## config.mk

```make
export PLATFORM = sky130hd
export DESIGN_NAME = kct_cell
export DESIGN_NICKNAME = d
export VERILOG_FILES = /design/src/design/assert_macros.svh /design/src/design/kct_pkg.sv /design/src/design/kct_cell.sv
export SDC_FILE = /design/constraint.sdc
export NUM_CORES = 1
export LEC_CHECK = 0
export BUFFER_PORTS_ARGS = -buffer_cell sky130_fd_sc_hd__buf_2
export CAP_MARGIN = 20
export CELL_PAD_IN_SITES_DETAIL_PLACEMENT = 2
export CELL_PAD_IN_SITES_GLOBAL_PLACEMENT = 2
export CORE_MARGIN = 2
export CORE_UTILIZATION = 23
export DETAILED_ROUTE_END_ITERATION = 10
export HOLD_SLACK_MARGIN = 0.15
export MAX_ROUTING_LAYER = met4
export PLACE_DENSITY_LB_ADDON = 0.1
export SLEW_MARGIN = 40
export SYNTH_ARGS = -nofsm -noshare
export SYNTH_HDL_FRONTEND = slang
export SYNTH_SLANG_ARGS = --single-unit
export TNS_END_PERCENT = 1
```

## constraint.sdc

```tcl
create_clock -name clk_i -period 2.4 [get_ports clk_i]
set_input_delay 0.24 -clock clk_i [delete_from_list [all_inputs] [get_ports clk_i]]
set_output_delay 0.24 -clock clk_i [all_outputs]
set_load 0.02 [all_outputs]
```

## src/design/assert_macros.svh

```systemverilog
// Assertion macros shared by the key count table RTL.
// Included by modules that carry concurrent checks; empty under SYNTH.
`ifndef ASSERT_MACROS_SVH
`define ASSERT_MACROS_SVH
`ifndef SYNTH
`define KCT_ASSERT(lbl, prop) \
  lbl: assert property (@(posedge clk_i) disable iff (!rst_ni) (prop)) \
    else $error("kct assertion failed");
`define KCT_NEVER(lbl, cond) \
  lbl: assert property (@(posedge clk_i) disable iff (!rst_ni) !(cond)) \
    else $error("kct forbidden condition");
`else
`define KCT_ASSERT(lbl, prop)
`define KCT_NEVER(lbl, cond)
`endif
`endif

```

## src/design/kct_pkg.sv

```systemverilog
// Shared constants, codes and types of the key count table.
// No dependencies; used by kct_cell and key_count_table_with_mode_report.
`default_nettype none
package kct_pkg;

  localparam int TABLE_DEPTH  = 64;
  localparam int COUNT_BITS   = 16;
  localparam int REPORT_LIMIT = 64;
  localparam int KEY_W        = 16;
  localparam int OUT_CNT_W    = 16;
  localparam int IDX_W        = (TABLE_DEPTH > 1) ? $clog2(TABLE_DEPTH) : 1;
  localparam int USED_W       = $clog2(TABLE_DEPTH + 1);
  localparam int RPT_W        = $clog2(REPORT_LIMIT + 1);

  typedef enum logic [2:0] {
    ST_EXISTING = 3'd0,
    ST_NEW      = 3'd1,
    ST_FULL     = 3'd2,
    ST_REPORT   = 3'd3,
    ST_EMPTY    = 3'd4
  } status_e;

  typedef enum logic {
    OP_COUNT  = 1'b0,
    OP_REPORT = 1'b1
  } op_e;

  typedef enum logic [3:0] {
    S_IDLE  = 4'b0001,
    S_ONE   = 4'b0010,
    S_SCAN  = 4'b0100,
    S_FLUSH = 4'b1000
  } state_e;

  // broadcast from the controller to every cell
  typedef struct packed {
    logic              shift;
    logic              upd;
    logic              append;
    logic [KEY_W-1:0]  key;
    logic [USED_W-1:0] used;
  } cell_cmd_t;

  function automatic logic [OUT_CNT_W-1:0] cnt_out(input logic [COUNT_BITS-1:0] c);
    logic [31:0] ext;
    ext = 32'(c);
    return ext[OUT_CNT_W-1:0];
  endfunction

endpackage
`default_nettype wire

```

## src/design/kct_cell.sv

```systemverilog
// One table slot: key and count, key match, saturating increment, ring shift.
// Depends on kct_pkg.
`default_nettype none
module kct_cell (
  input  wire logic                           clk_i,
  input  wire logic [kct_pkg::IDX_W-1:0]      idx_i,
  input  wire kct_pkg::cell_cmd_t             cmd_i,
  input  wire logic [kct_pkg::KEY_W-1:0]      nbr_key_i,
  input  wire logic [kct_pkg::COUNT_BITS-1:0] nbr_cnt_i,
  output logic      [kct_pkg::KEY_W-1:0]      key_o,
  output logic      [kct_pkg::COUNT_BITS-1:0] cnt_o,
  output logic                                hit_o,
  output logic      [kct_pkg::COUNT_BITS-1:0] inc_cnt_o
);

  logic [kct_pkg::KEY_W-1:0]      key_q, key_d;
  logic [kct_pkg::COUNT_BITS-1:0] cnt_q, cnt_d;
  logic                           in_use, at_tail;
  logic [kct_pkg::COUNT_BITS-1:0] sat_inc;

  assign in_use  = kct_pkg::USED_W'(idx_i) < cmd_i.used;
  assign at_tail = kct_pkg::USED_W'(idx_i) == cmd_i.used;
  assign hit_o   = in_use && (key_q == cmd_i.key);
  assign sat_inc = (&cnt_q) ? cnt_q : cnt_q + kct_pkg::COUNT_BITS'(1);
  assign inc_cnt_o = hit_o ? sat_inc : '0;

  always_comb begin
    key_d = key_q;
    cnt_d = cnt_q;
    if (cmd_i.shift) begin
      key_d = nbr_key_i;
      cnt_d = nbr_cnt_i;
    end else if (cmd_i.upd && hit_o) begin
      cnt_d = sat_inc;
    end else if (cmd_i.append && at_tail) begin
      key_d = cmd_i.key;
      cnt_d = kct_pkg::COUNT_BITS'(1);
    end
  end

  always_ff @(posedge clk_i) begin
    key_q <= key_d;
    cnt_q <= cnt_d;
  end

  assign key_o = key_q;
  assign cnt_o = cnt_q;

endmodule
`default_nettype wire

```

Word level (Yosys, flattened, before mapping) --
Cells that the tools add are included.
Storage, ports and cells: flip-flop bits (word level) 32, input port bits 65
Operators by class: $add $sub $neg 1, magnitude comparators 1, equality and inequality tests 3, multiplexer cells 8, reduce and logical (&&, ||, !) cells 7
Operators by type and width (count):
- $mux 16 | 8
- $add 16x1->16 const B | 1
- $eq 16x16->1 | 1
- $reduce_and 16->1 | 1
- $eq 6x7->1 | 1
- $lt 6x7->1 | 1
- $logic_and 1x1->1 | 3
- $reduce_bool 3->1 | 1
- $ne 2x2->1 const B | 1
- $reduce_and 2->1 | 1
- $reduce_bool 2->1 | 1

Logic depth before layout (Yosys ltp) --
depth after elaboration 5, mapped depth 9, depth with buffers taken out 7

Worst setup path after synthesis --
OpenSTA, ideal clock, no wires.
path type reg2reg, start reg key_q, in the netlist key_o[12], end reg cnt_q, in the netlist cnt_o[0] (enable), library setup time 391 ps, arrival 2410 ps, data required time 2009 ps, setup slack -401 ps, stages on the path, launching flop included 7, path buffers 1, cell sequence edfxtp_1 -> xor2_1 -> nor4_2 -> nand2_1 -> or4_1 -> buf_2 -> o21ai_1
Between the ends: word-level cells in the longest chain between the ends 4
Ends and longest elaborated chain:
- from (decl) | line kct_cell.sv:16 | logic [kct_pkg::KEY_W-1:0] key_q, key_d;
- from (signal assigned) | line kct_cell.sv:42 | key_q <= key_d;
- $eq 16x16->1 | line kct_cell.sv:23 | assign hit_o = in_use && (key_q == cmd_i.key);
- $logic_and 1x1->1 | line kct_cell.sv:23
- $logic_and 1x1->1 | line kct_cell.sv:33 | end else if (cmd_i.upd && hit_o) begin
- $reduce_bool 3->1 (no source line)
- to (signal assigned) | line kct_cell.sv:43 | cnt_q <= cnt_d;
- to (decl) | line kct_cell.sv:17 | logic [kct_pkg::COUNT_BITS-1:0] cnt_q, cnt_d;
No other way between the ends. A chain may end at the register's enable or synchronous reset.

Worst setup path in the final report --
start reg key_q, in the netlist key_o[14], end out inc_cnt_o[0] (netlist name)
Between the ends: word-level cells in the longest chain between the ends 3
Ends and longest elaborated chain:
- $eq 16x16->1 | line kct_cell.sv:23
- $logic_and 1x1->1 | line kct_cell.sv:23
- $mux 16 | line kct_cell.sv:25 | assign inc_cnt_o = hit_o ? sat_inc : '0;
- to (decl) | line kct_cell.sv:13 | output logic [kct_pkg::COUNT_BITS-1:0] inc_cnt_o
No other way between the ends.

==> flow_metrics.py <==
metrics = {
    "outcome": {
        "status": "finished with violations",
        "violations": "negative setup slack",
    },
    "worst_setup_path": {
        "worst_setup_path_start_kind": "register",
        "crit_chain": "xor2_1 > nor4_2 > nand2_1 > or4_4 > buf_12 > nor2b_1 > buf_4",
        "cp.buffers_inverters": 2,
        "r2r_slack_ns": 0.15,
        "crit_end": "inc_cnt_o[0]",
        "reg2reg_to": "cnt_o[0]$_DFFE_PP_",
        "cp.depth": 7,
        "ff2ff_path_depth": 7,
        "arrival_ns": 2.22,
        "r2r_start": "key_o[5]$_DFFE_PP_",
        "worstSetupPathType": "register to primary output",
        "cp_max_fo": 17,
        "worstSetupEndpointType": "primary output",
        "worstPathRequired_ns": 2.16,
        "crit_slowest_cell": "or4_4",
        "crit_family": "simple AND/OR/NAND/NOR gates",
        "startpoint": "key_o[14]$_DFFE_PP_",
        "slowest_delay_ns": 0.52,
    },
    "sta": {
        "rsz0062_at_grt": "true",
        "final.setup.tns_ns": -0.452,
        "final.min_clock_period_ns": 2.46,
        "worstMarginPinSlew_ns": 0.450,
        "skew_ns": 0.00357,
        "max-slew-margin-rel_pct": 70.0,
        "fmax_ghz": 0.407,
        "finalSetupViolations": 16,
        "min_period_over_period_pct": 102,
        "slew_viol_final": 0,
        "hold_violations": 0,
        "fin_ws_ns": -0.0569,
    },
    "clock_network": {
        "cts_root_buf": "clkbuf_8",
        "clk_latency_ns": 0.29,
        "clk_pin_slew_ns": 0.07,
        "clockBufferDepth": 2,
        "cts_buffers": 5,
        "cts_tree": "built",
        "cts.sinks": 32,
        "h-tree-depth": 2,
    },
    "grt": {
        "globalRouteOverflowTotal": 0,
        "grt_util_met1_pct": 17.3,
        "grt_pass1_wl_mm": 11.3,
        "grt_most_used_layer": "met2",
        "grt_pass1_vias": 2340,
        "grt.total_usage_pct": 14.7,
        "antenna_found_initial": 0,
        "met3_usage_pct": 3.12,
        "grt_max_degree": 35,
        "gr-usage-met2_pct": 25.6,
    },
    "finish": {
        "diodes": 0,
        "num-fill-cells": 1061,
        "syn2layout_area_growth_pct": 45.7,
        "drive_gt1_share_pct": 50.3,
        "fin_nets": 410,
        "fin_util_pct": 34.3,
    },
    "logic_synthesis": {
        "synth_area_leaders": "edfxtp_1, mux2_2, xor2_1, o21ai_1, ha_1",
        "yosysMostFrequentCell": "edfxtp_1",
        "yosysUniqueCellTypes": 39,
        "ys_seq_area_share_pct": 44.3,
        "synthesis.nets": 285,
        "async_flop_share_pct": 0,
        "syn_inst": 213,
        "synth_top_flop_cell": "edfxtp_1",
        "yosysWarnings": 0,
        "ys_ff_latch": 32,
        "synth_edf_count": 32,
        "syn_avg_cell_area_um2": 10.2,
        "ys_top_cells_by_count": "edfxtp_1, nand2_1, nor2_1",
        "netlist_area_um2": 2170,
        "synth.top_cell.area_share_pct": 44.3,
        "synth_area_leader_cell": "edfxtp_1",
    },
    "floorplan": {
        "initial_utilization_pct": 23.6,
        "ioPinCount": 114,
        "coreArea_um2": 9200,
        "die_height_um": 101,
        "fp-row-count": 35,
        "die_width_um": 101,
        "die_area_um2": 10200,
    },
    "power_and_ir_drop": {
        "p_clk_share_pct": 26.7,
        "power_leakage_nw": 1.41,
        "p_comb_share_pct": 25.1,
        "total_power_mw": 1.49,
        "netSwitchingPower_mw": 0.464,
        "power.internal_mw": 1.03,
        "switching_share_pct": 31.0,
        "p_per_area_nw_per_um2": 473,
        "seq_power_share_pct": 48.2,
        "vdd_drop_max_mv": 0.210,
    },
    "route": {
        "drcViolationCount": 0,
        "ant_nets": 0,
        "post_drt_wl_per_cell_um": 15.7,
        "vias": 2098,
        "wl_mm": 7.04,
        "viasPerCell": 4.67,
        "first_pass_iters": 3,
        "drt_iter0_markers": 31,
    },
    "min_path": {
        "hold_path_class": "input port to register",
        "worstHoldStart": "nbr_cnt_i[6]",
    },
    "placed_design": {
        "dp_hpwl_mm": 5.61,
        "dp_slack_ns": 0.0149,
        "place_congestion": 0.728,
        "portBuffers": 113,
    },
    "job": {
        "cap_violations": 0,
    },
}
[per-stage QoR]
| stage | std cells | hold WS, ns | area [µm²] |
|---|---|---|---|
| after floorplan | 213 | 0.432 | 2180 |
| after global placement | 439 | 0.528 | 2930 |
| after detailed placement | 439 | 0.528 | 2930 |
| after CTS | 448 | 0.226 | 3090 |
| after global routing | 449 | 0.239 | 3160 |
| final | 449 | 0.231 | 3160 |
[final cells by class]
cell class | instances | area (µm²) | share of cell area (%)
inverter | 13 | 48.8 | 1.55
clock inverter | 2 | 7.51 | 0.238
timing repair buffer | 127 | 781 | 24.7
tap | 111 | 139 | 4.40
sequential | 32 | 961 | 30.4
clock buffer | 5 | 68.8 | 2.18
multi-input combinational | 159 | 1150 | 36.5
[routing by layer]
| layer | share of wire [%] | wire (µm) |
|---|---|---|
| met5 | 0 | 0 |
| met3 | 6.0 | 421 |
| met2 | 50 | 3520 |
| met1 | 43 | 3040 |
| met4 | 0.99 | 70 |
[flip-flops by register name (all words and copies together), names as in the netlist]
| name | cells |
|---|---|
| cnt_o | 16 |
| key_o | 16 |
[cells by family (layout without fill, tap and decap cells)]
family / after synthesis / in the layout / share of synthesized area (%)
multiplexers: 22 / 22 / 11.1
AND/OR/NAND/NOR: 75 / 75 / 17.7
flip-flops: 32 / 32 / 44.3
adder cells (fa/ha/maj): 7 / 7 / 4.04
XOR/XNOR: 21 / 21 / 8.49
buffers and inverters: 22 / 147 / 5.08
AO/OA/AOI/OAI: 34 / 34 / 9.30
[power by group through the flow]
| stage | sequential [mW] | clock (mW) | combinational (mW) |
|---|---|---|---|
| finish | 0.719 | 0.399 | 0.375 |
| CTS | 0.720 | 0.420 | 0.375 |
| global route | 0.726 | 0.435 | 0.415 |
| detailed placement | 0.732 | 0 | 0.370 |
| floorplan | 0.788 | 0 | 0.143 |
| global placement | 0.727 | 0 | 0.369 |
[worst min-delay path by stage]
stage / end / slack, ns / cells after the start
2_1_floorplan: cnt_o[6]$_DFFE_PP_ / 0.43 / 2
3_3_place_gp: cnt_o[6]$_DFFE_PP_ / 0.53 / 3
3_5_place_dp: cnt_o[6]$_DFFE_PP_ / 0.53 / 3
4_1_cts: cnt_o[6]$_DFFE_PP_ / 0.23 / 3
5_1_grt: cnt_o[6]$_DFFE_PP_ / 0.24 / 3
6_report: cnt_o[6]$_DFFE_PP_ / 0.23 / 3
[placed cells by master, fill, tap and decap left out, types with 2 or more instances in the layout]
cell,Yosys,layout
o22ai_1,2,2
mux2_2,16,16
nor4_2,3,5
o21ai_0,2,2
xor2_1,19,19
edfxtp_1,32,32
or4_4,1,2
clkinv_1,1,3
nor2_1,21,12
nand3_1,5,5
buf_6,2,8
clkbuf_8,0,5
o21ai_1,18,17
buf_2,1,96
buf_4,0,20
or3_1,2,2
o21ai_2,2,2
nor2_2,0,8
nor2b_1,2,2
nand4b_1,2,2
nand2b_1,2,2
inv_1,11,11
buf_12,0,3
nand2_1,23,23
xnor2_1,2,2
mux2i_1,6,6
and3_1,4,4
a21oi_1,3,3
nand4_1,6,6
ha_1,7,7
[worst register-to-register path, delay by kind of cell (launching register included)]
family                 cells  cell delay, ns
AO/OA/AOI/OAI              1            0.13
buffers and inverters      2            0.34
AND/OR/NAND/NOR            3            0.94
flip-flops                 1            0.41
XOR/XNOR                   1            0.18
[repair_timing]
item | in CTS | in global routing
gates resized for setup | 25 | 16
pin swaps | 2 | 3
setup buffers | 2 | 1
hold buffers | 0 | 0
setup endpoints to repair | 17 | 17
(Power assumes the default switching activity.)
